<file path="src/scan_code_key_state_tracker_macros.svh">
// Assertion macros for the RTL of the key state tracker.
`ifndef SCAN_CODE_KEY_STATE_TRACKER_MACROS_SVH
`define SCAN_CODE_KEY_STATE_TRACKER_MACROS_SVH

// Checked at every rising clock edge outside reset.
`define KST_ASSERT(label, prop, msg) \
   label: assert property (@(posedge clock) disable iff (reset) prop) else $error(msg);

// Checked at every rising clock edge, reset included.
`define KST_ASSERT_ALWAYS(label, prop, msg) \
   label: assert property (@(posedge clock) prop) else $error(msg);

`endif

</file>
<file path="src/kst_pkg.sv">
`default_nettype none
package kst_pkg;

   localparam int BYTE_W = 8;
   localparam int CODE_W = 7;

   localparam logic [BYTE_W-1:0] BYTE_PFX_EXT  = 8'hE0;
   localparam logic [BYTE_W-1:0] BYTE_PFX_SKP1 = 8'hE1;
   localparam logic [BYTE_W-1:0] BYTE_PFX_SKP2 = 8'hE2;

   localparam logic CMD_SCAN  = 1'b0;
   localparam logic CMD_QUERY = 1'b1;

   localparam logic [1:0] PFX_NONE = 2'd0;
   localparam logic [1:0] PFX_EXT  = 2'd1;
   localparam logic [1:0] PFX_SKIP = 2'd2;

   // Table update decoded from one scan byte.
   typedef struct packed {
      logic              norm_we;
      logic              ext_we;
      logic              level;
      logic [CODE_W-1:0] code;
   } wr_cmd_type;

endpackage
`default_nettype wire

</file>
<file path="src/kst_bitmem.sv">
`default_nettype none
module kst_bitmem #(
   parameter int DEPTH  = 96,
   parameter int ADDR_W = 7
) (
   input  wire logic              clock,
   input  wire logic              wr_en,
   input  wire logic [ADDR_W-1:0] wr_addr,
   input  wire logic              wr_data,
   input  wire logic [ADDR_W-1:0] rd_addr,
   output      logic              rd_data
);

   logic mem_ff [DEPTH];
   logic rd_data_ff;

   always_ff @(posedge clock) begin
      if (wr_en) begin
         mem_ff[wr_addr] <= wr_data;
      end
      rd_data_ff <= mem_ff[rd_addr];
   end

   assign rd_data = rd_data_ff;

endmodule
`default_nettype wire

</file>
<file path="src/kst_prefix.sv">
`default_nettype none
module kst_prefix #(
   parameter int KEY_SLOTS = 96
) (
   input  wire logic                       clock,
   input  wire logic                       reset,
   input  wire logic                       accept,
   input  wire logic                       cmd,
   input  wire logic [kst_pkg::BYTE_W-1:0] scan_byte,
   output      kst_pkg::wr_cmd_type        wr_cmd
);
   import kst_pkg::*;

   logic [1:0]  prefix_ff, prefix_in;
   wr_cmd_type  wr_cmd_ff, wr_cmd_in;
   logic        in_range;

   assign in_range = {1'b0, scan_byte[CODE_W-1:0]} < BYTE_W'(KEY_SLOTS);

   always_comb begin
      prefix_in         = prefix_ff;
      wr_cmd_in.norm_we = 1'b0;
      wr_cmd_in.ext_we  = 1'b0;
      wr_cmd_in.level   = ~scan_byte[BYTE_W-1];
      wr_cmd_in.code    = scan_byte[CODE_W-1:0];
      if (accept && cmd == CMD_SCAN) begin
         unique case (prefix_ff)
            PFX_EXT: begin
               // The byte after E0 is always consumed, never a new prefix.
               wr_cmd_in.ext_we = in_range;
               prefix_in        = PFX_NONE;
            end
            PFX_SKIP: begin
               prefix_in = PFX_NONE;
            end
            PFX_NONE: begin
               priority if (scan_byte == BYTE_PFX_EXT) begin
                  prefix_in = PFX_EXT;
               end else if (scan_byte == BYTE_PFX_SKP1 || scan_byte == BYTE_PFX_SKP2) begin
                  prefix_in = PFX_SKIP;
               end else begin
                  wr_cmd_in.norm_we = in_range;
               end
            end
            default: begin
               prefix_in = PFX_NONE;
            end
         endcase
      end
   end

   always_ff @(posedge clock) begin
      if (reset) begin
         prefix_ff         <= PFX_NONE;
         wr_cmd_ff.norm_we <= 1'b0;
         wr_cmd_ff.ext_we  <= 1'b0;
      end else begin
         prefix_ff <= prefix_in;
         if (accept) begin
            wr_cmd_ff <= wr_cmd_in;
         end
      end
   end

   assign wr_cmd = wr_cmd_ff;

endmodule
`default_nettype wire

</file>
<file path="src/scan_code_key_state_tracker.sv">
`default_nettype none
// Key state tracker for scan-code set 1 bytes from a PC keyboard.
// Input: an item is taken on a clock edge with start high and busy low.
// req_cmd = 0 feeds req_scan_byte into the tables (E0 prefix selects the
// extended table, E1/E2 make the following byte be skipped); req_cmd = 1
// asks whether key req_key_index is held in either table.
// Output: exactly one beat per item, shown for one cycle with rsp_valid high.
// rsp_key_held answers a query (0 for scan bytes); rsp_any_held and
// rsp_first_held give the lowest held normal key after the item.
// Timing: after the accept edge the WRITE state writes the tables, then the
// normal table is read one entry per cycle from entry 0 up to the first held
// key, then the beat is driven. Busy falls the cycle after the beat; the
// single read port of the normal table memory sets the read rate.
// Reset: the state memories are cleared one entry a cycle, all KEY_SLOTS
// entries, with busy high; no item is taken until the pass ends.
// The receiver cannot stall, so no beat is ever held back.
module scan_code_key_state_tracker #(
   parameter int KEY_SLOTS = 96
) (
   input  wire logic                       clock,
   input  wire logic                       reset,
   input  wire logic                       start,
   output      logic                       busy,
   input  wire logic                       req_cmd,
   input  wire logic [kst_pkg::BYTE_W-1:0] req_scan_byte,
   input  wire logic [kst_pkg::BYTE_W-1:0] req_key_index,
   output      logic                       rsp_valid,
   output      logic                       rsp_key_held,
   output      logic                       rsp_any_held,
   output      logic [kst_pkg::CODE_W-1:0] rsp_first_held
);
   import kst_pkg::*;
   `include "scan_code_key_state_tracker_macros.svh"

   localparam int ADDR_W = (KEY_SLOTS > 1) ? $clog2(KEY_SLOTS) : 1;
   localparam logic [ADDR_W-1:0] LAST_ADDR = ADDR_W'(KEY_SLOTS - 1);

   localparam logic [2:0] ST_CLEAR = 3'd0;
   localparam logic [2:0] ST_IDLE  = 3'd1;
   localparam logic [2:0] ST_WRITE = 3'd2;
   localparam logic [2:0] ST_SCAN  = 3'd3;
   localparam logic [2:0] ST_DONE  = 3'd4;

   logic [2:0]        state_ff, state_in;
   logic [ADDR_W-1:0] cnt_ff, cnt_in;
   logic              chk_valid_ff, chk_valid_in;
   logic [ADDR_W-1:0] chk_addr_ff, chk_addr_in;
   logic              issued_all_ff, issued_all_in;
   logic              qchk_ff, qchk_in;
   logic              cmd_ff;
   logic              qok_ff;
   logic [ADDR_W-1:0] idx_ff;
   logic              held_ff, held_in;
   logic              any_ff, any_in;
   logic [ADDR_W-1:0] first_ff, first_in;

   logic              accept;
   wr_cmd_type        wr_cmd;
   logic              norm_we, ext_we, mem_wdata;
   logic [ADDR_W-1:0] wr_addr, rd_addr;
   logic              norm_rd, ext_rd;

   assign busy   = (state_ff != ST_IDLE);
   assign accept = start && !busy;

   kst_prefix #(
      .KEY_SLOTS(KEY_SLOTS)
   ) u_prefix (
      .clock    (clock),
      .reset    (reset),
      .accept   (accept),
      .cmd      (req_cmd),
      .scan_byte(req_scan_byte),
      .wr_cmd   (wr_cmd)
   );

   kst_bitmem #(
      .DEPTH (KEY_SLOTS),
      .ADDR_W(ADDR_W)
   ) u_normal (
      .clock  (clock),
      .wr_en  (norm_we),
      .wr_addr(wr_addr),
      .wr_data(mem_wdata),
      .rd_addr(rd_addr),
      .rd_data(norm_rd)
   );

   kst_bitmem #(
      .DEPTH (KEY_SLOTS),
      .ADDR_W(ADDR_W)
   ) u_extended (
      .clock  (clock),
      .wr_en  (ext_we),
      .wr_addr(wr_addr),
      .wr_data(mem_wdata),
      .rd_addr(rd_addr),
      .rd_data(ext_rd)
   );

   // Memory ports: the clear pass and the item's update share the write port.
   always_comb begin
      norm_we   = 1'b0;
      ext_we    = 1'b0;
      mem_wdata = 1'b0;
      wr_addr   = cnt_ff;
      rd_addr   = cnt_ff;
      unique case (state_ff)
         ST_CLEAR: begin
            norm_we = 1'b1;
            ext_we  = 1'b1;
         end
         ST_WRITE: begin
            norm_we   = wr_cmd.norm_we;
            ext_we    = wr_cmd.ext_we;
            mem_wdata = wr_cmd.level;
            wr_addr   = wr_cmd.code[ADDR_W-1:0];
            rd_addr   = qok_ff ? idx_ff : '0;
         end
         default: begin
         end
      endcase
   end

   always_comb begin
      state_in      = state_ff;
      cnt_in        = cnt_ff;
      chk_valid_in  = 1'b0;
      chk_addr_in   = cnt_ff;
      issued_all_in = issued_all_ff;
      qchk_in       = 1'b0;
      held_in       = held_ff;
      any_in        = any_ff;
      first_in      = first_ff;
      unique case (state_ff)
         ST_CLEAR: begin
            cnt_in = cnt_ff + 1'b1;
            if (cnt_ff == LAST_ADDR) begin
               cnt_in   = '0;
               state_in = ST_IDLE;
            end
         end
         ST_IDLE: begin
            if (accept) begin
               held_in  = 1'b0;
               state_in = ST_WRITE;
            end
         end
         ST_WRITE: begin
            // The table write lands at this edge, so every scan read sees it.
            cnt_in        = '0;
            issued_all_in = 1'b0;
            qchk_in       = 1'b1;
            any_in        = 1'b0;
            first_in      = '0;
            state_in      = ST_SCAN;
         end
         ST_SCAN: begin
            if (qchk_ff) begin
               held_in = (cmd_ff == CMD_QUERY) && qok_ff && (norm_rd || ext_rd);
            end
            priority if (chk_valid_ff && norm_rd) begin
               any_in   = 1'b1;
               first_in = chk_addr_ff;
               state_in = ST_DONE;
            end else if (chk_valid_ff && chk_addr_ff == LAST_ADDR) begin
               state_in = ST_DONE;
            end else if (!issued_all_ff) begin
               chk_valid_in  = 1'b1;
               chk_addr_in   = cnt_ff;
               cnt_in        = cnt_ff + 1'b1;
               issued_all_in = (cnt_ff == LAST_ADDR);
            end else begin
            end
         end
         ST_DONE: begin
            state_in = ST_IDLE;
         end
         default: begin
            state_in = ST_IDLE;
         end
      endcase
   end

   always_ff @(posedge clock) begin
      if (reset) begin
         state_ff      <= ST_CLEAR;
         cnt_ff        <= '0;
         chk_valid_ff  <= 1'b0;
         issued_all_ff <= 1'b0;
         qchk_ff       <= 1'b0;
      end else begin
         state_ff      <= state_in;
         cnt_ff        <= cnt_in;
         chk_valid_ff  <= chk_valid_in;
         issued_all_ff <= issued_all_in;
         qchk_ff       <= qchk_in;
      end
   end

   always_ff @(posedge clock) begin
      chk_addr_ff <= chk_addr_in;
      held_ff     <= held_in;
      any_ff      <= any_in;
      first_ff    <= first_in;
      if (accept) begin
         cmd_ff <= req_cmd;
         qok_ff <= req_key_index < BYTE_W'(KEY_SLOTS);
         idx_ff <= req_key_index[ADDR_W-1:0];
      end
   end

   assign rsp_valid      = (state_ff == ST_DONE);
   assign rsp_key_held   = held_ff;
   assign rsp_any_held   = any_ff;
   assign rsp_first_held = CODE_W'(first_ff);

   `KST_ASSERT(a_beat_one_cycle, rsp_valid |=> !rsp_valid, "result beat longer than one cycle")
   `KST_ASSERT(a_accept_busy, accept |=> busy, "block not busy after accepting an item")
   `KST_ASSERT(a_beat_then_idle, rsp_valid |=> !busy, "block still busy after its result beat")
   `KST_ASSERT(a_first_zero, (rsp_valid && !rsp_any_held) |-> (rsp_first_held == '0),
               "first held key nonzero while no key is held")
   `KST_ASSERT_ALWAYS(a_reset_clears, reset |=> (busy && !rsp_valid),
                      "reset did not start the clearing pass")

endmodule
`default_nettype wire

</file>
<file path="config.mk">
export PLATFORM = sky130hd
export DESIGN_NAME = scan_code_key_state_tracker
export DESIGN_NICKNAME = d
export VERILOG_FILES = /design/src/kst_pkg.sv /design/src/kst_bitmem.sv /design/src/kst_prefix.sv /design/src/scan_code_key_state_tracker.sv
export VERILOG_INCLUDE_DIRS = /design/src /design/src/src
export SDC_FILE = /design/constraint.sdc
export NUM_CORES = 1
export LEC_CHECK = 0
export BUFFER_PORTS_ARGS = -buffer_cell sky130_fd_sc_hd__clkbuf_2
export CELL_PAD_IN_SITES_DETAIL_PLACEMENT = 0
export CELL_PAD_IN_SITES_GLOBAL_PLACEMENT = 1
export CORE_MARGIN = 4
export CORE_UTILIZATION = 40
export DETAILED_ROUTE_END_ITERATION = 8
export PLACE_DENSITY = 0.68
export SYNTH_ARGS = -nofsm -noshare
export SYNTH_HDL_FRONTEND = slang
export SYNTH_SLANG_ARGS = --single-unit
</file>
<file path="constraint.sdc">
create_clock -name clock -period 4.4 [get_ports clock]
set_input_delay 0.66 -clock clock [delete_from_list [all_inputs] [get_ports clock]]
set_output_delay 0.66 -clock clock [all_outputs]
set_load 0.05 [all_outputs]
</file>
==> impl_metrics.ini <==
[detailed_routing]
drcViolationCount = 0
detail_route.iter0.violations = 710
wl_met3_mm = 1.40
wirelength_mm = 28.2
first_pass_iters = 4
route.top_layer_used = met4
number_of_nets_still_failing_antenna_checks_after_routing = 0
wl_met1_mm = 12.9
viasPerCell = 5.48
route.met2.wl_mm = 13.0
routed-via-count = 7361
wl_per_cell_um = 21.0

[worst_setup_path]
startpoint = state_ff[1]$_SDFFE_PP0P_
rr_endpoint = u_extended.rd_data$_DFF_P_
timing.critical_path.cells = nor3b_4 > mux2_4 > mux4_1 > mux2i_1 > o22ai_1 > a31oi_1 > nand3_1
critical_path_peak_fanout = 59
cp_data_required_time_ps = 4810
crit_arrival_ps = 3720
cpMaxStageDelayCell = sky130_fd_sc_hd__mux2_4
cp_peak_stage_delay_ps = 840
timing.reg2reg.setup_slack_ps = 1090
worst_path_dominant_cell_family = multiplexers
critical_path.n_buffers_inverters = 0
rr_startpoint = state_ff[1]$_SDFFE_PP0P_
crit_cells = 7
endpoint_kind = flip-flop
end_point_of_the_critical_path = u_extended.rd_data$_DFF_P_
path_class = reg2reg
ff2ff_path_depth = 7
worst_setup_path_start_kind = flip-flop

[cts]
ctsLongestPathBuffers = 3
clock_buffers_created_by_tritoncts = 26
cts_tree = yes
post-cts-setup-buffers = 0
clock-root-buffer = sky130_fd_sc_hd__clkbuf_16
clk_latency_ps = 530
clkTransAtPathRegs_ps = 70
cts_sinks = 244
cts_resized = 0
postCtsHoldBufs = 0
htree_num_levels = 1

[yosys]
syn_inst = 981
postSynthRegisterBits = 244
synth_top_area_frac = 0.606
synth-main-ff-cell = sky130_fd_sc_hd__edfxtp_1
synthesis_warnings = 0
syn_area_per_cell_um2 = 11.0
synth_enable_flop_cells = 218
synth_top_cells_by_area = sky130_fd_sc_hd__edfxtp_1, sky130_fd_sc_hd__nor2_1, sky130_fd_sc_hd__nand2_1, sky130_fd_sc_hd__dfxtp_1, sky130_fd_sc_hd__nand3_1
syn-num-nets = 1002
synthesis.area_um2 = 10800
synth_top_cell_by_area = sky130_fd_sc_hd__edfxtp_1
seq_area_frac_synth = 0.654
number_of_unique_standard_cell_types_used_by_synthesis = 58
postSynth.asyncResetShare = 0

[timing]
max_slew_margin = 0.193
setup_viol_count_final = 0
timing.fmax_mhz = 302
timing.setup.tns_ps = 0
slew_viol_final = 0
min_period_over_period = 0.753
rsz0062_at_grt = no
worst_clock_skew_ps = 10.8
final-hold-violation-count = 0
min_period_ps = 3310
worst_pin_slew_ps = 1210
finalHoldWorstSlack_ps = 304

[layout]
layout_commonest_cell = sky130_fd_sc_hd__nor2_1
n_antenna_cell = 0
synthToLayoutAreaGrowth_pct = 12.1
finalNetCount = 1009
leading_cell_types_in_the_layout_fill_and_taps_excluded = sky130_fd_sc_hd__nor2_1, sky130_fd_sc_hd__edfxtp_1, sky130_fd_sc_hd__nand2_1
drive_gt1_frac = 0.105

[global_route]
grt_pass1_wl_mm = 43.9
antenna_found_initial = 0
largest_net_degree_at_the_start_of_global_routing = 88
number_of_global_route_vias_before_repair = 7330
global_route.usage.total = 0.194
grt-ovfl-total = 0

[floorplan]
start_util = 0.411
core.rowCount = 59
core_um2 = 26300
top_level_ports = 31
design.die.area_um2 = 29700
die_width_um = 172
die_height_um = 172

[placed_design]
place_congestion = 0.812
hpwl_mm = 17.9
port_buffers = 30

[outcome]
outcome = complete, no violations

[power_and_ir_drop]
peakVddDrop_mv = 0.253
pwr_density_cell_nw_per_um2 = 435
power_w = 0.00526
static_leakage_nw = 3.99

[worst_hold_path]
hold_path_startpoint = req_key_index[4]
holdCritPathClass = in2reg

[flow_run]
timing.max_cap.violations = 0
==> report_power, final <==
| group | leakage, nW | switching (W) | total, W | internal, W |
|---|---|---|---|---|
| clock network | 0.461 | 0.000922 | 0.00235 | 0.00143 |
| registers | 2.00 | 0.0000214 | 0.00253 | 0.00251 |
| logic | 1.52 | 0.000262 | 0.000379 | 0.000117 |
| total | 3.99 | 0.00121 | 0.00526 | 0.00406 |
==> routing by layer <==
metal,GRT usage,vias up
met5,0,-
met4,0.0598,0
li1,-,3475
met2,0.303,192
met1,0.284,3645
met3,0.0265,49
==> cells in the mapped netlist (3+ instances only) <==
| cell | instances |
|---|---|
| sky130_fd_sc_hd__a21oi_1 | 21 |
| sky130_fd_sc_hd__o31ai_1 | 4 |
| sky130_fd_sc_hd__xor2_1 | 3 |
| sky130_fd_sc_hd__nand2_1 | 184 |
| sky130_fd_sc_hd__nand3_1 | 66 |
| sky130_fd_sc_hd__and2_1 | 12 |
| sky130_fd_sc_hd__mux2i_1 | 24 |
| sky130_fd_sc_hd__a31oi_1 | 15 |
| sky130_fd_sc_hd__buf_6 | 4 |
| sky130_fd_sc_hd__o2111ai_1 | 4 |
| sky130_fd_sc_hd__mux4_2 | 4 |
| sky130_fd_sc_hd__xnor2_1 | 3 |
| sky130_fd_sc_hd__edfxtp_1 | 218 |
| sky130_fd_sc_hd__a32oi_1 | 11 |
| sky130_fd_sc_hd__dfxtp_1 | 26 |
| sky130_fd_sc_hd__and3_1 | 6 |
| sky130_fd_sc_hd__inv_1 | 9 |
| sky130_fd_sc_hd__nand2b_1 | 5 |
| sky130_fd_sc_hd__o21ai_0 | 12 |
| sky130_fd_sc_hd__clkbuf_1 | 35 |
| sky130_fd_sc_hd__nor2_1 | 221 |
| sky130_fd_sc_hd__or3_1 | 4 |
| sky130_fd_sc_hd__buf_4 | 3 |
| sky130_fd_sc_hd__nand3b_1 | 4 |
| sky130_fd_sc_hd__buf_2 | 22 |
| sky130_fd_sc_hd__nor2_2 | 3 |
| sky130_fd_sc_hd__nor3_1 | 6 |
| sky130_fd_sc_hd__nand4_1 | 13 |
==> metrics by stage <==
stage	setup WS (ps)	cells	area, um2	utilization
after global placement	1130	1295	11200	0.425
after floorplan	88.5	981	10800	-
after CTS	1080	1343	12100	0.461
after global routing	828	1343	12100	0.461
final	1090	1343	12100	0.461
after detailed placement	1100	1295	11200	0.425
==> cells by family after synthesis <==
logic type      after synthesis  share of synthesized area
fa+ha+maj                     1                    0.00116
compound gates               86                     0.0540
xor+xnor                      6                    0.00487
buf+inv                      74                     0.0336
flops                       244                      0.654
mux                          35                     0.0423
simple gates                535                      0.210
==> registers in the layout, summed over array words and instances, names as in the netlist <==
register            cells
u_prefix.prefix_ff      2
u_normal.rd_data        1
chk_addr_ff             7
state_ff                3
idx_ff                  7
issued_all_ff           1
qchk_ff                 1
u_prefix.wr_cmd        10
rsp_key_held            1
rsp_first_held          7
u_extended.rd_data      1
cnt_ff                  7
rsp_any_held            1
u_extended.mem_ff      96
u_normal.mem_ff        96
cmd_ff                  1
chk_valid_ff            1
qok_ff                  1
==> how the worst min path moves through the flow <==
stage          cells after the start  slack, ps                      to
2_1_floorplan                      0        330  chk_addr_ff[4]$_DFF_P_
3_3_place_gp                       0        450  chk_addr_ff[3]$_DFF_P_
3_5_place_dp                       0        460  chk_addr_ff[3]$_DFF_P_
4_1_cts                            1        290     idx_ff[4]$_DFFE_PP_
5_1_grt                            1        290     idx_ff[4]$_DFFE_PP_
6_report                           1        300     idx_ff[4]$_DFFE_PP_
==> layout make-up <==
class                           instances  area [um2]
Clock inverter                         16         194
Fill cell                            2486       14200
Tap cell                              335         419
Sequential cell                       244        7070
Inverter                                9        33.8
Timing Repair Buffer                   44         268
Clock buffer                           32         737
Multi-Input combinational cell        663        3390
(Power assumes the default switching activity.)
